===== src/design/triaxial_iir_filter_defines.svh =====
// Assertion macros used by the filter top module.
`ifndef TRIAXIAL_IIR_FILTER_DEFINES_SVH
`define TRIAXIAL_IIR_FILTER_DEFINES_SVH

// Antecedent true implies consequent in the same cycle.
`define TIAF_ASSERT_SAME(label, clk, rstn, ante, cons) \
    label: assert property (@(posedge clk) disable iff (!rstn) (ante) |-> (cons)) \
        else $error("filter assertion failed");

// Antecedent true implies consequent in the next cycle.
`define TIAF_ASSERT_NEXT(label, clk, rstn, ante, cons) \
    label: assert property (@(posedge clk) disable iff (!rstn) (ante) |=> (cons)) \
        else $error("filter assertion failed");

`endif


===== src/design/tiaf_pkg.sv =====
package tiaf_pkg;

    localparam int FIELD_W      = 16;
    localparam int COEF_W       = 16;
    localparam int NUM_AXES     = 3;
    localparam int CFG_INDEX_W  = 3;

    localparam int DEF_FILTER_ORDER   = 2;
    localparam int DEF_SAMPLE_BITS    = 16;
    localparam int DEF_COEF_FRAC_BITS = 12;

    localparam logic signed [COEF_W-1:0] B0_RESET = 16'sd4096;

    typedef enum logic [CFG_INDEX_W-1:0] {
        REG_B0 = 3'd0,
        REG_B1 = 3'd1,
        REG_B2 = 3'd2,
        REG_A1 = 3'd3,
        REG_A2 = 3'd4
    } reg_index_t;

    typedef struct packed {
        logic signed [COEF_W-1:0] b0;
        logic signed [COEF_W-1:0] b1;
        logic signed [COEF_W-1:0] b2;
        logic signed [COEF_W-1:0] a1;
        logic signed [COEF_W-1:0] a2;
    } coef_set_t;

endpackage


===== src/design/tiaf_coef_regs.sv =====
module tiaf_coef_regs
    import tiaf_pkg::*;
#(
    parameter int COEF_FRAC_BITS = DEF_COEF_FRAC_BITS
) (
    input  logic                   aclk,
    input  logic                   aresetn,
    input  logic                   wr_en,
    input  logic [CFG_INDEX_W-1:0] wr_index,
    input  logic [COEF_W-1:0]      wr_data,
    output coef_set_t              coefs
);

    coef_set_t coefs_reg;
    coef_set_t coefs_next;

    always_comb begin
        coefs_next = coefs_reg;
        if (wr_en) begin
            unique case (reg_index_t'(wr_index))
                REG_B0:  coefs_next.b0 = $signed(wr_data);
                REG_B1:  coefs_next.b1 = $signed(wr_data);
                REG_B2:  coefs_next.b2 = $signed(wr_data);
                REG_A1:  coefs_next.a1 = $signed(wr_data);
                REG_A2:  coefs_next.a2 = $signed(wr_data);
                default: coefs_next = coefs_reg;
            endcase
        end
    end

    always_ff @(posedge aclk) begin
        if (!aresetn) begin
            coefs_reg.b0 <= COEF_W'(1 << COEF_FRAC_BITS);
            coefs_reg.b1 <= '0;
            coefs_reg.b2 <= '0;
            coefs_reg.a1 <= '0;
            coefs_reg.a2 <= '0;
        end else begin
            coefs_reg <= coefs_next;
        end
    end

    assign coefs = coefs_reg;

endmodule


===== config.mk =====
export PLATFORM = sky130hd
export DESIGN_NAME = tiaf_coef_regs
export DESIGN_NICKNAME = d
export VERILOG_FILES = /design/src/design/triaxial_iir_filter_defines.svh /design/src/design/tiaf_pkg.sv /design/src/design/tiaf_coef_regs.sv
export SDC_FILE = /design/constraint.sdc
export NUM_CORES = 1
export LEC_CHECK = 0
export CAP_MARGIN = 20
export CORE_MARGIN = 5
export CORE_UTILIZATION = 53
export CTS_CLUSTER_DIAMETER = 30
export DETAILED_ROUTE_END_ITERATION = 8
export DONT_BUFFER_PORTS = 1
export PLACE_DENSITY = 0.68
export SETUP_SLACK_MARGIN = 0.5
export SYNTH_ARGS = -nofsm -noshare
export SYNTH_HDL_FRONTEND = slang
export SYNTH_SLANG_ARGS = --single-unit

===== constraint.sdc =====
create_clock -name aclk -period 1.26 [get_ports aclk]
set_input_delay 0.189 -clock aclk [delete_from_list [all_inputs] [get_ports aclk]]
set_output_delay 0.189 -clock aclk [all_outputs]
set_load 0.1 [all_outputs]

==> out/metrics.cfg, run 1 <==
[hold_path]
min_from = aresetn
hold_depth = 2
holdPathEnd = coefs[79]
hold_path.class = input port to flip-flop

[pwr]
powerDensity_mw_per_mm2 = 1219
vdd_ir_drop_max_uv = 725.4
power_mw = 4.668
p_leak_nw = 1.614

[floorplanning]
die_h_um = 85.16
dieArea_mm2 = 0.007252
die_w_um = 85.16
core_area_mm2 = 0.005507
start_util = 0.5437
ios = 102
placementRows = 27

[final_layout]
largest_reg_flops = 80
mostFrequentLayoutCells = mux2i_1, dfxtp_4, nand2_2, nand2_1, buf_12
diodes = 0
area_delta_synth_final_pct = 27.87
final_core_util = 0.6953
finalNonFillerCells = 366
stdcell_area_mm2 = 0.003829
drive_gt1_frac = 0.5578
fill_cells = 409
nets = 312

[grt]
grt_usage = 0.1922
grt_first_pass_wirelength_um = 10670
grt_overflow = 0
grt_max_degree = 98
first_global_vias = 1884
antenna_found_initial = 0

[placed_design]
dpl.hpwl_um = 4565
placedCellCount = 351
place_ws_ns = 0.2395
dpl_cell_area_mm2 = 0.003395
routabilityCongestion = 0.7498
port_buffers = 0

[cts]
clock_latency_ns = 0.34
clockBufferDepth = 2
cts_inserted_buffers = 9
cts.sinks = 80
cts.clk_slew.worst_paths_ns = 0.08
cts_htree_levels = 3
cts_root_buffer = clkbuf_8
cts_tree = done

[setup_path]
crit_fanout = 2
critPathLaunchType = flip-flop
crit_required_ns = 1.07
rrSetupSlack_ns = 0.40
r2r_cells = 2
criticalPathCategory = flip-flop to output pin
arrival_ns = 0.90
reg2reg_to = coefs[50]
end_kind = output pin
reg2reg_from = coefs[50]

[drt]
postRouteAntennaNets = 0
met3_length_um = 688
drcViolationCount = 0
wl_met2_um = 3255
top_layer = met4
dr.pass1.iters = 4
routed_via_density = 5.339
totalWireLength_um = 6897
drt_iter0_drc = 87
wl_per_cell_um = 18.84
vias = 1954
met1Wirelength_um = 2868

[timing]
slew_headroom = 0.7797
finClkSkew_ns = 0
worst-slew-pin-transition_ns = 0.3304
timing.hold.ws_ns = -0.02672
finalCritPeriodShare = 0.8667
fmax_ghz = 0.9158
finalSetupTns_ns = 0
setup_ws_ns = 0.1680
finalHoldViolCount = 12
rsz0062_at_grt = true
finalCriticalPeriod_ns = 1.092
finalSetupViolCount = 0
final_max_slew_viol_count = 0

[logic_synthesis]
synth_seq_cells = 80
synth_fp_nets = 305
avgSynthCellArea_um2 = 10.58
syn_area_mm2 = 0.002994
synthCells = 283
ys_types = 13
yosysSeqAreaShare = 0.5349
synth_warnings = 0

[job]
cap_violations = 0

[run_status]
failed_checks = hold timing
status = complete, but fails checks

power breakdown:
part           leakage, nW  switching (mW)  internal [mW]
Sequential           0.709           0.392           2.46
Combinational        0.821           0.167          0.112
Clock               0.0835           0.865          0.677
kinds of logic (layout without fill, tap and decap cells):
family | count (synthesis) | after routing | share of synthesized area
multiplexers | 80 | 80 | 0.2674
AND/OR/NAND/NOR | 102 | 102 | 0.1429
buffers and inverters | 21 | 32 | 0.05474
flip-flops | 80 | 80 | 0.5349
worst max path at each step:
stage / startpoint / to / slack, ns / depth (start not counted)
after floorplan: wr_index[0] / coefs[64] / 0.27 / 4
after global placement: wr_index[0] / coefs[67] / 0.29 / 3
after detailed placement: wr_index[0] / coefs[67] / 0.24 / 3
after CTS: coefs[1] / coefs[1] / 0.16 / 0
after global routing: coefs[16] / coefs[16] / 0.15 / 0
final: coefs[34] / coefs[34] / 0.17 / 0
cell usage after synthesis, drive strengths merged:
cell / number / share of area
nor2b: 2 / 0.0042
clkbuf: 5 / 0.0063
dfxtp: 80 / 0.53
nor4b: 1 / 0.0050
mux2i: 80 / 0.27
nand4bb: 2 / 0.0075
nand4b: 1 / 0.0029
and4bb: 1 / 0.0042
buf: 16 / 0.048
nand2: 95 / 0.12
routing by layer:
layer,vias up,GRT usage
li1,953,-
met1,929,0.2402
met2,62,0.2860
met3,10,0.09903
met4,0,0.06475
met5,-,0
what timing repair did:
| item | 4_1_cts | 5_1_grt |
|---|---|---|
| endpoints found under the setup margin | 148 | 148 |
| setup buffers | 0 | 0 |
| resized for setup | 50 | 39 |
| pin swaps | 0 | 2 |
| hold endpoints to repair | 79 | 53 |
cell type report:
type | instances | area [um2] | area share
Clock buffer | 9 | 123.9 | 0.03235
Sequential cell | 80 | 1902 | 0.4967
Multi-Input combinational cell | 182 | 1370 | 0.3578
Tap cell | 72 | 90.09 | 0.02353
Timing Repair Buffer | 17 | 315.3 | 0.08235
Clock inverter | 6 | 27.53 | 0.007190
(Power assumes the default switching activity.)
==> run 2: changes to the inputs <==
--- a/config.mk
+++ b/config.mk
@@ -5,7 +5,9 @@
 export SDC_FILE = /design/constraint.sdc
 export NUM_CORES = 1
 export LEC_CHECK = 0
+export ABC_CLOCK_PERIOD_IN_PS = 1260
 export CAP_MARGIN = 20
+export CORE_ASPECT_RATIO = 1.4
 export CORE_MARGIN = 5
 export CORE_UTILIZATION = 53
 export CTS_CLUSTER_DIAMETER = 30
==> out/metrics.cfg, run 2 (synthesis gave the netlist of run 1 again) <==
[run_status]
status = complete, but fails checks
failed_checks = hold timing

[drt]
vias = 1960
drt_iter0_drc = 60
top_layer = met4
routed_via_density = 5.385
wl_met2_um = 3604
dr.pass1.iters = 4
totalWireLength_um = 6866
wl_per_cell_um = 18.86
met3_length_um = 658
postRouteAntennaNets = 0
met1Wirelength_um = 2501
drcViolationCount = 0

[floorplanning]
start_util = 0.5458
dieArea_mm2 = 0.007274
ios = 102
die_w_um = 73.53
die_h_um = 98.93
placementRows = 32
core_area_mm2 = 0.005485

[setup_path]
criticalPathCategory = flip-flop to output pin
end_kind = output pin
critPathLaunchType = flip-flop
rrSetupSlack_ns = 0.42
crit_required_ns = 1.07
arrival_ns = 0.89
crit_fanout = 2

[cts]
cts.sinks = 80
clock_latency_ns = 0.33
cts_inserted_buffers = 9
cts.clk_slew.worst_paths_ns = 0.08
cts_htree_levels = 3
cts_tree = done
cts_root_buffer = clkbuf_8
clockBufferDepth = 2

[pwr]
p_sw_mw = 1.391
powerDensity_mw_per_mm2 = 1298
clock_power_share = 0.382
p_int_mw = 3.666
vdd_ir_drop_max_uv = 1039
p_leak_nw = 1.638
seqPwrFrac = 0.563
p_sw_frac = 0.2751
pwr-share-comb = 0.055

[hold_path]
hold_path.class = input port to flip-flop

[placed_design]
port_buffers = 0
dpl.hpwl_um = 4535
routabilityCongestion = 0.7370

[final_layout]
nets = 313
final_core_util = 0.7101
mostFrequentLayoutCells = mux2i_1, dfxtp_4, nand2_2, nand2_1, buf_12
largest_reg_flops = 80
diodes = 0
area_delta_synth_final_pct = 30.09
drive_gt1_frac = 0.5845

[grt]
first_global_vias = 2074
grt_max_degree = 98
grt_usage = 0.1984
antenna_found_initial = 0
grt_first_pass_wirelength_um = 10940
grt_overflow = 0

[timing]
slew_headroom = 0.7871
rsz0062_at_grt = true
finalSetupTns_ns = 0
finalCriticalPeriod_ns = 1.080
fmax_ghz = 0.9263
finalSetupViolCount = 0
finalCritPeriodShare = 0.8568
finalHoldViolCount = 27
worst-slew-pin-transition_ns = 0.3193
timing.hold.ws_ns = -0.01126
finClkSkew_ns = 0
final_max_slew_viol_count = 0

[job]
cap_violations = 0

==> run 2: cell types whose count changed in the layout (fill, tap and decap cells not counted), sizes merged <==
cell / change
clkbuf: +2
buf: +1
bufinv: +2
clkinv: -3
==> run 2: layout make-up <==
cell class,instances,area [um2]
clock buffer,11,131.4
multi-input combinational,182,1395
sequential,80,1902
fill,422,1590
clock inverter,5,71.32
tap,68,85.08
timing repair buffer,18,310.3
==> run 2: power groups by stage <==
stage,Sequential [mW],Clock (mW),Combinational (mW)
after floorplan,2.95,0,0.204
after global placement,2.90,0,0.247
after detailed placement,2.90,0,0.252
after CTS,2.84,1.99,0.274
after global routing,2.86,2.10,0.295
final,2.85,1.93,0.276
==> run 2: repair_timing <==
| item | 4_1_cts | 5_1_grt |
|---|---|---|
| hold endpoints to repair | 78 | 58 |
| cloned | 0 | 0 |
| setup buffers | 0 | 1 |
| endpoints found under the setup margin | 148 | 148 |
| resized for setup | 54 | 45 |
==> run 2: worst reg2reg max path: stages (launching register included) <==
cell and delay [ns]:
dfxtp_4 0.54, nand2_2 0.07, mux2i_1 0.15
==> run 2: worst paths after layout <==
kind             start   endpoint  cells after the start
max          coefs[72]  coefs[72]                      0
min            aresetn  coefs[77]                      2
max reg2reg  coefs[27]  coefs[27]                      2
min reg2reg  coefs[22]  coefs[22]                      2
==> run 2: metrics by stage <==
stage	hold WS (ns)	std cells	setup slack (ns)	instance area (um2)	power [mW]
5_1_grt	-0.02859	364	0.1467	3895	5.252
3_3_place_gp	0.3393	347	0.2831	3377	3.144
6_report	-0.01126	364	0.1805	3895	5.057
2_1_floorplan	0.3539	283	0.2716	3356	3.149
3_5_place_dp	0.3418	347	0.2515	3377	3.149
4_1_cts	-0.02968	363	0.1639	3775	5.114
==> run 2: layer usage <==
metal	global-route usage	up-vias
li1	-	950
met1	0.2163	930
met3	0.07959	9
met5	0	-
met4	0.07950	0
met2	0.3354	71
